### src/design/tcdw_pkg.sv
// ----------------------------------------------------------------------------
// tcdw_pkg
// Types, codes and defaults shared by the two-class deadline WRR scheduler.
// ----------------------------------------------------------------------------
package tcdw_pkg;

	localparam int QUEUE_DEPTH_DEF = 64;
	localparam int CLASS_COUNT     = 2;
	localparam int CFG_IDX_W       = 3;
	localparam int CFG_DATA_W      = 40;

	localparam logic [1:0] CMD_ENQ    = 2'd0;
	localparam logic [1:0] CMD_DEQ    = 2'd1;
	localparam logic [1:0] CMD_FINISH = 2'd2;

	localparam logic [2:0] STS_ENQUEUED = 3'd0;
	localparam logic [2:0] STS_GRANTED  = 3'd1;
	localparam logic [2:0] STS_EMPTY    = 3'd2;
	localparam logic [2:0] STS_FULL     = 3'd3;
	localparam logic [2:0] STS_FINISHED = 3'd4;

	localparam logic [1:0] MODE_STRICT    = 2'd0;
	localparam logic [1:0] MODE_RR        = 2'd1;
	localparam logic [1:0] MODE_DL_STRICT = 2'd2;
	localparam logic [1:0] MODE_DL_RR     = 2'd3;

	localparam logic [CFG_IDX_W-1:0] CFG_MODE      = 3'd0;
	localparam logic [CFG_IDX_W-1:0] CFG_QUANTUM_H = 3'd1;
	localparam logic [CFG_IDX_W-1:0] CFG_QUANTUM_L = 3'd2;
	localparam logic [CFG_IDX_W-1:0] CFG_HIGH_WAIT = 3'd3;
	localparam logic [CFG_IDX_W-1:0] CFG_WAIT_FACT = 3'd4;
	localparam logic [CFG_IDX_W-1:0] CFG_DL_GAP    = 3'd5;

	localparam logic [7:0]  QUANTUM_H_RST = 8'd10;
	localparam logic [7:0]  QUANTUM_L_RST = 8'd1;
	localparam logic [39:0] HIGH_WAIT_RST = 40'd5000000000;
	localparam logic [31:0] WAIT_FACT_RST = 32'd65536;
	localparam logic [47:0] MASK48        = 48'hFFFF_FFFF_FFFF;
	localparam logic [31:0] MASK32        = 32'hFFFF_FFFF;

	typedef struct packed {
		logic [1:0]  command;
		logic [47:0] now;
		logic        req_class;
		logic [19:0] req_count;
		logic [15:0] req_tag;
	} in_t;

	typedef struct packed {
		logic [2:0]  status;
		logic [15:0] grant_tag;
		logic        grant_class;
		logic [19:0] grant_count;
		logic [47:0] assigned_deadline;
	} out_t;

	typedef struct packed {
		logic [47:0] deadline;
		logic [19:0] count;
		logic [15:0] tag;
	} entry_t;

	typedef struct packed {
		logic accept;
		logic issue;
		logic capture;
		logic commit;
	} ctrl_cmd_t;

	typedef struct packed {
		logic drop;
		logic needs_wait;
		logic out_free;
	} dp_status_t;

endpackage

### src/design/tcdw_ctrl.sv
// ----------------------------------------------------------------------------
// tcdw_ctrl
// Sequencer: accept, issue head reads, capture, commit one transaction.
// ----------------------------------------------------------------------------
module tcdw_ctrl
	import tcdw_pkg::*;
(
	input  logic       clk,
	input  logic       arst_n,
	input  logic       in_valid,
	output logic       in_ready,
	input  dp_status_t sts,
	output ctrl_cmd_t  cmd
);
	typedef enum logic [3:0] {
		ST_IDLE  = 4'b0001,
		ST_ISSUE = 4'b0010,
		ST_WAITH = 4'b0100,
		ST_FIN   = 4'b1000
	} state_t;

	state_t state_q, state_d;

	always_comb begin
		state_d = state_q;
		cmd     = '0;
		case (state_q)
			ST_IDLE: begin
				if (in_valid) begin
					cmd.accept = 1'b1;
					state_d    = ST_ISSUE;
				end
			end
			ST_ISSUE: begin
				cmd.issue = 1'b1;
				if (sts.drop) state_d = ST_IDLE;
				else if (sts.needs_wait) state_d = ST_WAITH;
				else state_d = ST_FIN;
			end
			ST_WAITH: begin
				cmd.capture = 1'b1;
				state_d     = ST_FIN;
			end
			ST_FIN: begin
				// hold until the output register can take the result
				if (sts.out_free) begin
					cmd.commit = 1'b1;
					state_d    = ST_IDLE;
				end
			end
			default: state_d = ST_IDLE;
		endcase
	end

	always_ff @(posedge clk or negedge arst_n) begin
		if (!arst_n) state_q <= ST_IDLE;
		else state_q <= state_d;
	end

	assign in_ready = (state_q == ST_IDLE);

	a_commit_fin: assert property (@(posedge clk) disable iff (!arst_n)
		cmd.commit |-> state_q == ST_FIN)
		else $error("commit outside final state");
	a_accept_next: assert property (@(posedge clk) disable iff (!arst_n)
		cmd.accept |=> state_q == ST_ISSUE)
		else $error("accepted transaction not issued");
	a_capture_prev: assert property (@(posedge clk) disable iff (!arst_n)
		cmd.capture |-> $past(cmd.issue))
		else $error("capture without issue");
endmodule

### config.mk
export PLATFORM = sky130hd
export DESIGN_NAME = tcdw_ctrl
export DESIGN_NICKNAME = d
export VERILOG_FILES = /design/src/design/tcdw_pkg.sv /design/src/design/tcdw_ctrl.sv
export SDC_FILE = /design/constraint.sdc
export NUM_CORES = 1
export LEC_CHECK = 0
export BUFFER_PORTS_ARGS = -buffer_cell sky130_fd_sc_hd__buf_2
export CORE_AREA = 2 2 39 41
export DETAILED_ROUTE_END_ITERATION = 6
export DIE_AREA = 0 0 41 43
export PLACE_DENSITY_LB_ADDON = 0.05
export SKIP_CTS_REPAIR_TIMING = 1
export SYNTH_ARGS = -nofsm -noshare
export SYNTH_HDL_FRONTEND = slang
export SYNTH_SLANG_ARGS = --single-unit
export TNS_END_PERCENT = 100
### constraint.sdc
create_clock -name clk -period 1.55 [get_ports clk]
set_clock_uncertainty 0.15 [all_clocks]
set_input_delay 0.155 -clock clk [delete_from_list [all_inputs] [get_ports clk]]
set_output_delay 0.155 -clock clk [all_outputs]
set_load 0.005 [all_outputs]
Word-level counts from Yosys, hierarchy flattened --
Cells that the tools add are included.
Storage, ports and cells: bits in registers 4, input port bits 6, output and inout port bits 5, logic and storage cells 19
Operators by class: equal/unequal tests 6, mux-type cells 11, reductions and logical operators 1
Operators by type and width (count):
- 4-bit 2-to-1 mux | 4
- 4-bit one-hot mux with 4 select lines | 1
- 1-bit 2-to-1 mux | 6
- 4-bit by 1-bit == test with 1-bit output (second input constant) | 1
- 4-bit by 2-bit == test with 1-bit output (second input constant) | 1
- 4-bit by 3-bit == test with 1-bit output (second input constant) | 1
- 4-bit == test (second input constant) | 1
- 2-bit inequality test (second input constant) | 2
- 2-bit AND reduction | 1

Logic depth before layout (Yosys ltp) --
Gate-level depths: netlist of the first run.
depth after elaboration 3, mapped depth 4, gate-level depth less buffers 3

Worst setup path before layout of the first run --
No wires, ideal clock.
path kind reg-to-output, from register state_q[0], to output cmd[3] in the netlist's numbering, arrival time 1.042 ns, required time 1.245 ns, path slack 0.203 ns, cell stages (with the launch flop) 4, path buffers 1, cells stage by stage dfstp_2 > buf_4 > nor4b_4 > and2_1
RTL lines:
- start: declaration | RTL line tcdw_ctrl.sv:22 | state_t state_q, state_d;
- start signal: assignment | RTL line tcdw_ctrl.sv:57 | else state_q <= state_d;
- end: declaration | RTL line tcdw_ctrl.sv:13 | output ctrl_cmd_t cmd

==> flow_metrics.tcl, run 1 <==
set metrics [dict create \
    status "complete, but fails checks" \
    violations "setup timing" \
    final_cell_mix "10 x buf_2, 4 x buf_4, 3 x clkbuf_4, 3 x dfrtp_2" \
    drt_iter0_markers 2 \
    via_count 268 \
    h-tree-depth 1 \
    antenna_cells 0 \
    final_common_cell "buf_2" \
    yosysWarnings 0 \
    drive_gt1_share_pct 62.8 \
    worst_slack_ns -0.0327 \
    placeableCoreArea_sq_um 1380 \
    drv_cap 0 \
    num_io_pins 11 \
    synth_cell_types 19 \
    antenna_found_initial 0 \
    grt_first_pass_wirelength_um 959 \
    clk_pin_slew_ns 0.04 \
    start_util_pct 22.1 \
    wl_um 689 \
    top_register "state_q" \
    clock-sinks 4 \
    netlist_instances 26 \
    overflow 0 \
    worst-r2r-cell-count 4 \
    cts_root_buffer "clkbuf_4" \
    cp_max_fo 8 \
    r2r_slack_ns 0.04 \
    crit_arrival_ns 1.28 \
    portBuffers 10 \
    p_per_area_nw_per_um2 1490 \
    cp.required_ns 1.24 \
    postSynthNetCount 32 \
    crit_cells 3 \
    final_nets 50 \
    die_w_um 41 \
    grt_max_degree 11 \
    cts_tree "yes" \
    stdcell_count 59 \
    hp-class "input pin to flop" \
    startpoint_type "flop" \
    crit_type "flop to output port" \
    hold_violations 0 \
    synth.avg_cell_area_sq_um 11.7 \
    leakage_nw 0.196 \
    r2r_end "state_q[0]" \
    postRouteAntennaNets 0 \
    path_delay_family "flip-flops" \
    gr-usage-all-layers_pct 8.94 \
    worstReg2RegStart "state_q[2]" \
    synthesis.area_sq_um 305 \
    crit_start "state_q[3]" \
    gp_congestion 0.635 \
    worstSkewPairLatency_ns 0.24 \
    fmax_mhz 632 \
    grt_pass1_vias 218 \
    rows 14 \
    place_inst 48 \
    num-fill-cells 154 \
    cts_buffer_depth 2 \
    cp-end-kind "output port" \
    post-route-min-period_ns 1.58 \
    yosysSeqAreaShare_pct 33.2 \
    place_hpwl_um 448 \
    largest_register_ff_count 4 \
    seqCellArea_sq_um 105 \
    path_cells "nor4b_4, and2_1, buf_2" \
    relSlewSlack_pct 77.1 \
    multi_input_area_sq_um 175 \
    rsz0062_at_grt "yes" \
    dieArea_sq_um 1760 \
    crit_end "cmd[3]" \
    cpPeakStageDelay_ns 0.48 \
    drc 0 \
    max-vdd-ir-drop_mv 0.514 \
    worst_slew_pin_slew_ns 0.339 \
    cp_slowest_cell "dfrtp_2" \
    slew_violations 0 \
    cts_buffers 3 \
    dr.pass1.iters 2 \
    fin_crit_sh_pct 102 \
    via_per_inst 4.54 \
    reg_top3 "state_q x4" \
    ys_seq_elements 4 \
    wire_per_inst_um 11.7 \
    die_h_um 43 \
    final_core_util_pct 32.4 \
    finalSetupViolCount 1 \
    cp_num_buf_inv 1 \
    syn_to_final_growth_pct 46.7 \
]
per-layer routing:
metal | GRT usage (%) | up-vias | part of all wire, %
li1 | - | 134 | -
met2 | 9.69 | 8 | 48
met4 | 10.0 | 0 | 2.0
met1 | 11.0 | 124 | 45
met3 | 4.71 | 2 | 4.4
met5 | 0 | - | 0
synth_stat cells:
master / n / share of area, %
a211oi_1: 1 / 2.5
and2_1: 2 / 4.1
and3b_1: 1 / 2.9
buf_2: 1 / 1.6
buf_4: 1 / 2.5
buf_6: 2 / 7.4
dfrtp_1: 3 / 25
dfstp_2: 1 / 8.6
nand2_1: 1 / 1.2
nor2_1: 1 / 1.2
nor2b_1: 1 / 2.1
nor3_2: 1 / 3.3
nor3b_1: 2 / 4.9
nor4_1: 1 / 2.1
nor4b_1: 1 / 2.9
nor4b_4: 2 / 16
nor4bb_1: 1 / 3.3
o41a_1: 1 / 3.7
o41ai_1: 2 / 5.7
stage by stage:
stage	setup TNS, ns	setup slack, ns	power, mW	cell area (sq um)	hold WS, ns
2_1_floorplan	0	0.203	0.399	305	-0.291
3_3_place_gp	0	0.118	0.438	340	-0.191
3_5_place_dp	0	0.0979	0.434	340	-0.190
4_1_cts	-0.329	-0.153	0.581	367	-0.447
5_1_grt	-0.201	-0.0967	0.709	448	0.0133
6_report	-0.0327	-0.0327	0.667	448	0.00559
layout make-up:
type | instances | share of cell area, %
timing repair buffer | 17 | 27.1
clock buffer | 4 | 5.87
multi-input combinational | 18 | 39.1
tap | 16 | 4.47
sequential | 4 | 23.5
worst reg2reg max path: cells and delay by family (launching register included):
kind / cells / cell delay, ns
buffers and inverters: 2 / 0.30
AO/OA/AOI/OAI: 2 / 0.49
flip-flops: 1 / 0.47
power by group:
group / switching (mW) / internal [mW]
Clock: 0.0448 / 0.0967
Sequential: 0.0598 / 0.148
Combinational: 0.119 / 0.198
cell families after synthesis:
| logic type | synth area share [%] |
|---|---|
| AOI/OAI and AO/OA | 11.9 |
| buffers and inverters | 11.5 |
| DFF | 33.2 |
| and+or+nand+nor | 43.4 |
how the worst min path moves through the flow:
stage	from	end	slack, ns	cells after the start
2_1_floorplan	arst_n	state_q[1]	-0.29	0
3_3_place_gp	arst_n	state_q[1]	-0.19	1
3_5_place_dp	arst_n	state_q[1]	-0.19	1
4_1_cts	arst_n	state_q[3]	-0.45	1
5_1_grt	in_valid	state_q[1]	0.01	2
6_report	in_valid	state_q[1]	0.006	2
Note: power is estimated with default switching activity, not from simulation.
==> inputs of run 2 (changes only) <==
==> constraint.sdc (replaced) <==
create_clock -name clk -period 2.01 [get_ports clk]
set_clock_uncertainty 0.15 [all_clocks]
set_input_delay 0.201 -clock clk [delete_from_list [all_inputs] [get_ports clk]]
set_output_delay 0.201 -clock clk [all_outputs]
set_load 0.005 [all_outputs]
==> run 2 against run 1 <==
The run now ends clean. Non-clock buffer count fell by 6. Die area did not move. Power fell by 33%. First-iteration DRC count rose by 50%.
==> flow_metrics.tcl, run 2 (same netlist as run 1, synthesis figures left out) <==
set metrics [dict create \
    cp_slowest_cell "dfstp_2" \
    drive_gt1_share_pct 45.9 \
    grt_pass1_vias 282 \
    finalSetupViolCount 0 \
    wire_per_inst_um 12.8 \
    pwr-share-comb_pct 33.2 \
    final_cell_mix "10 x buf_2, 3 x clkbuf_4, 3 x dfrtp_1" \
    clock-sinks 4 \
    p_per_area_nw_per_um2 1180 \
    cts_tree "yes" \
    cpPeakStageDelay_ns 0.64 \
    cts_buffer_depth 2 \
    drt_iter0_markers 3 \
    seqPwrFrac_pct 42.6 \
    overflow 0 \
    postRouteAntennaNets 0 \
    p_switching_mw 0.160 \
    cp.required_ns 1.66 \
    worstSkewPairLatency_ns 0.24 \
    via_per_inst 4.87 \
    antenna_cells 0 \
    rows 14 \
    placeableCoreArea_sq_um 1380 \
    cts_buffers 3 \
    grt_max_degree 11 \
    largest_register_ff_count 4 \
    startpoint_type "flop" \
    cts_root_buffer "clkbuf_4" \
    leakage_nw 0.165 \
    fin_total_pwr_mw 0.446 \
    grt_first_pass_wirelength_um 1220 \
    reg_top3 "state_q x4" \
    die_w_um 41 \
    hp-class "input pin to flop" \
    syn_to_final_growth_pct 23.4 \
    crit_type "flop to output port" \
    final_common_cell "buf_2" \
    portBuffers 10 \
    die_h_um 43 \
    whs_path_depth 2 \
    start_util_pct 22.1 \
    worst_slew_pin_slew_ns 0.433 \
    max-vdd-ir-drop_mv 0.452 \
    gp_congestion 0.643 \
    place_hpwl_um 469 \
    relSlewSlack_pct 71.1 \
    fin_crit_sh_pct 85.6 \
    top_register "state_q" \
    post-route-min-period_ns 1.72 \
    cp-end-kind "output port" \
    antenna_found_initial 0 \
    multi_input_area_sq_um 169 \
    num_io_pins 11 \
    crit_arrival_ns 1.37 \
    intPower_mw 0.286 \
    dieArea_sq_um 1760 \
    drc 0 \
    h-tree-depth 1 \
    path_cells "nor4b_4, and2_1, buf_2" \
    hold_violations 0 \
    finalSetupTns_ns 0 \
    status "complete, no violations" \
    wl_um 676 \
    slew_violations 0 \
    worst-r2r-cell-count 2 \
    clk_pin_slew_ns 0.03 \
    drv_cap 0 \
    final_nets 44 \
    via_count 258 \
    p_sw_share_pct 35.9 \
    gr-usage-all-layers_pct 10.7 \
    seqCellArea_sq_um 101 \
    p_clk_share_pct 24.2 \
    rsz0062_at_grt "no" \
    num-fill-cells 160 \
    fmax_mhz 581 \
    dr.pass1.iters 2 \
    cp_max_fo 9 \
]
run 2: cell types whose count changed in the layout (fill, tap and decap cells not counted), sizes merged:
cell,delta
buf,-6
run 2: worst max-delay path, delay by kind of cell (launching register included):
kind	cells	cell delay [ns]
flip-flops	1	0.64
AND/OR/NAND/NOR	2	0.40
buffers and inverters	1	0.10
run 2: area by class of cell:
| cell class | instances | share of cell area [%] |
|---|---|---|
| clock buffers | 4 | 6.98 |
| multi-input cells | 18 | 44.9 |
| flip-flops and latches | 4 | 26.9 |
| well taps | 16 | 5.32 |
| repair buffers | 11 | 15.9 |
run 2: path summary, 6_finish.rpt:
| path | from | endpoint | slack (ns) |
|---|---|---|---|
| worst max-delay path | state_q[0] | cmd[3] | 0.29 |
| worst min-delay path | in_valid | state_q[1] | 0.07 |
| worst max register to register | state_q[2] | state_q[0] | 0.63 |
| worst min register to register | state_q[0] | state_q[3] | 0.50 |
| max in group asynchronous | arst_n | state_q[0] | 1.35 |
| min in group asynchronous | arst_n | state_q[3] | 0.14 |
run 2: metrics by stage:
step | cells | area, sq um | hold slack [ns] | util (%) | setup slack (ns)
3_5_place_dp | 48 | 340 | -0.143 | 24.6 | 0.511
5_1_grt | 53 | 377 | 0.0774 | 27.2 | 0.169
2_1_floorplan | 26 | 305 | -0.245 | - | 0.617
3_3_place_gp | 48 | 340 | -0.146 | 24.6 | 0.541
6_report | 53 | 377 | 0.0686 | 27.2 | 0.290
4_1_cts | 52 | 367 | -0.398 | 26.5 | 0.276
run 2: layer usage:
metal | part of all wire (%) | GRT usage (%) | up-vias
li1 | - | - | 120
met1 | 48 | 12.6 | 128
met2 | 47 | 15.3 | 8
met3 | 3.4 | 3.14 | 2
met4 | 1.8 | 8.00 | 0
met5 | 0 | 0 | -
run 2: power by group through the flow:
stage / Combinational (mW) / Sequential [mW] / Clock, mW
floorplan: 0.191 / 0.116 / 0
global placement: 0.148 / 0.188 / 0
detailed placement: 0.148 / 0.191 / 0
CTS: 0.150 / 0.189 / 0.111
global route: 0.166 / 0.198 / 0.118
finish: 0.148 / 0.190 / 0.108
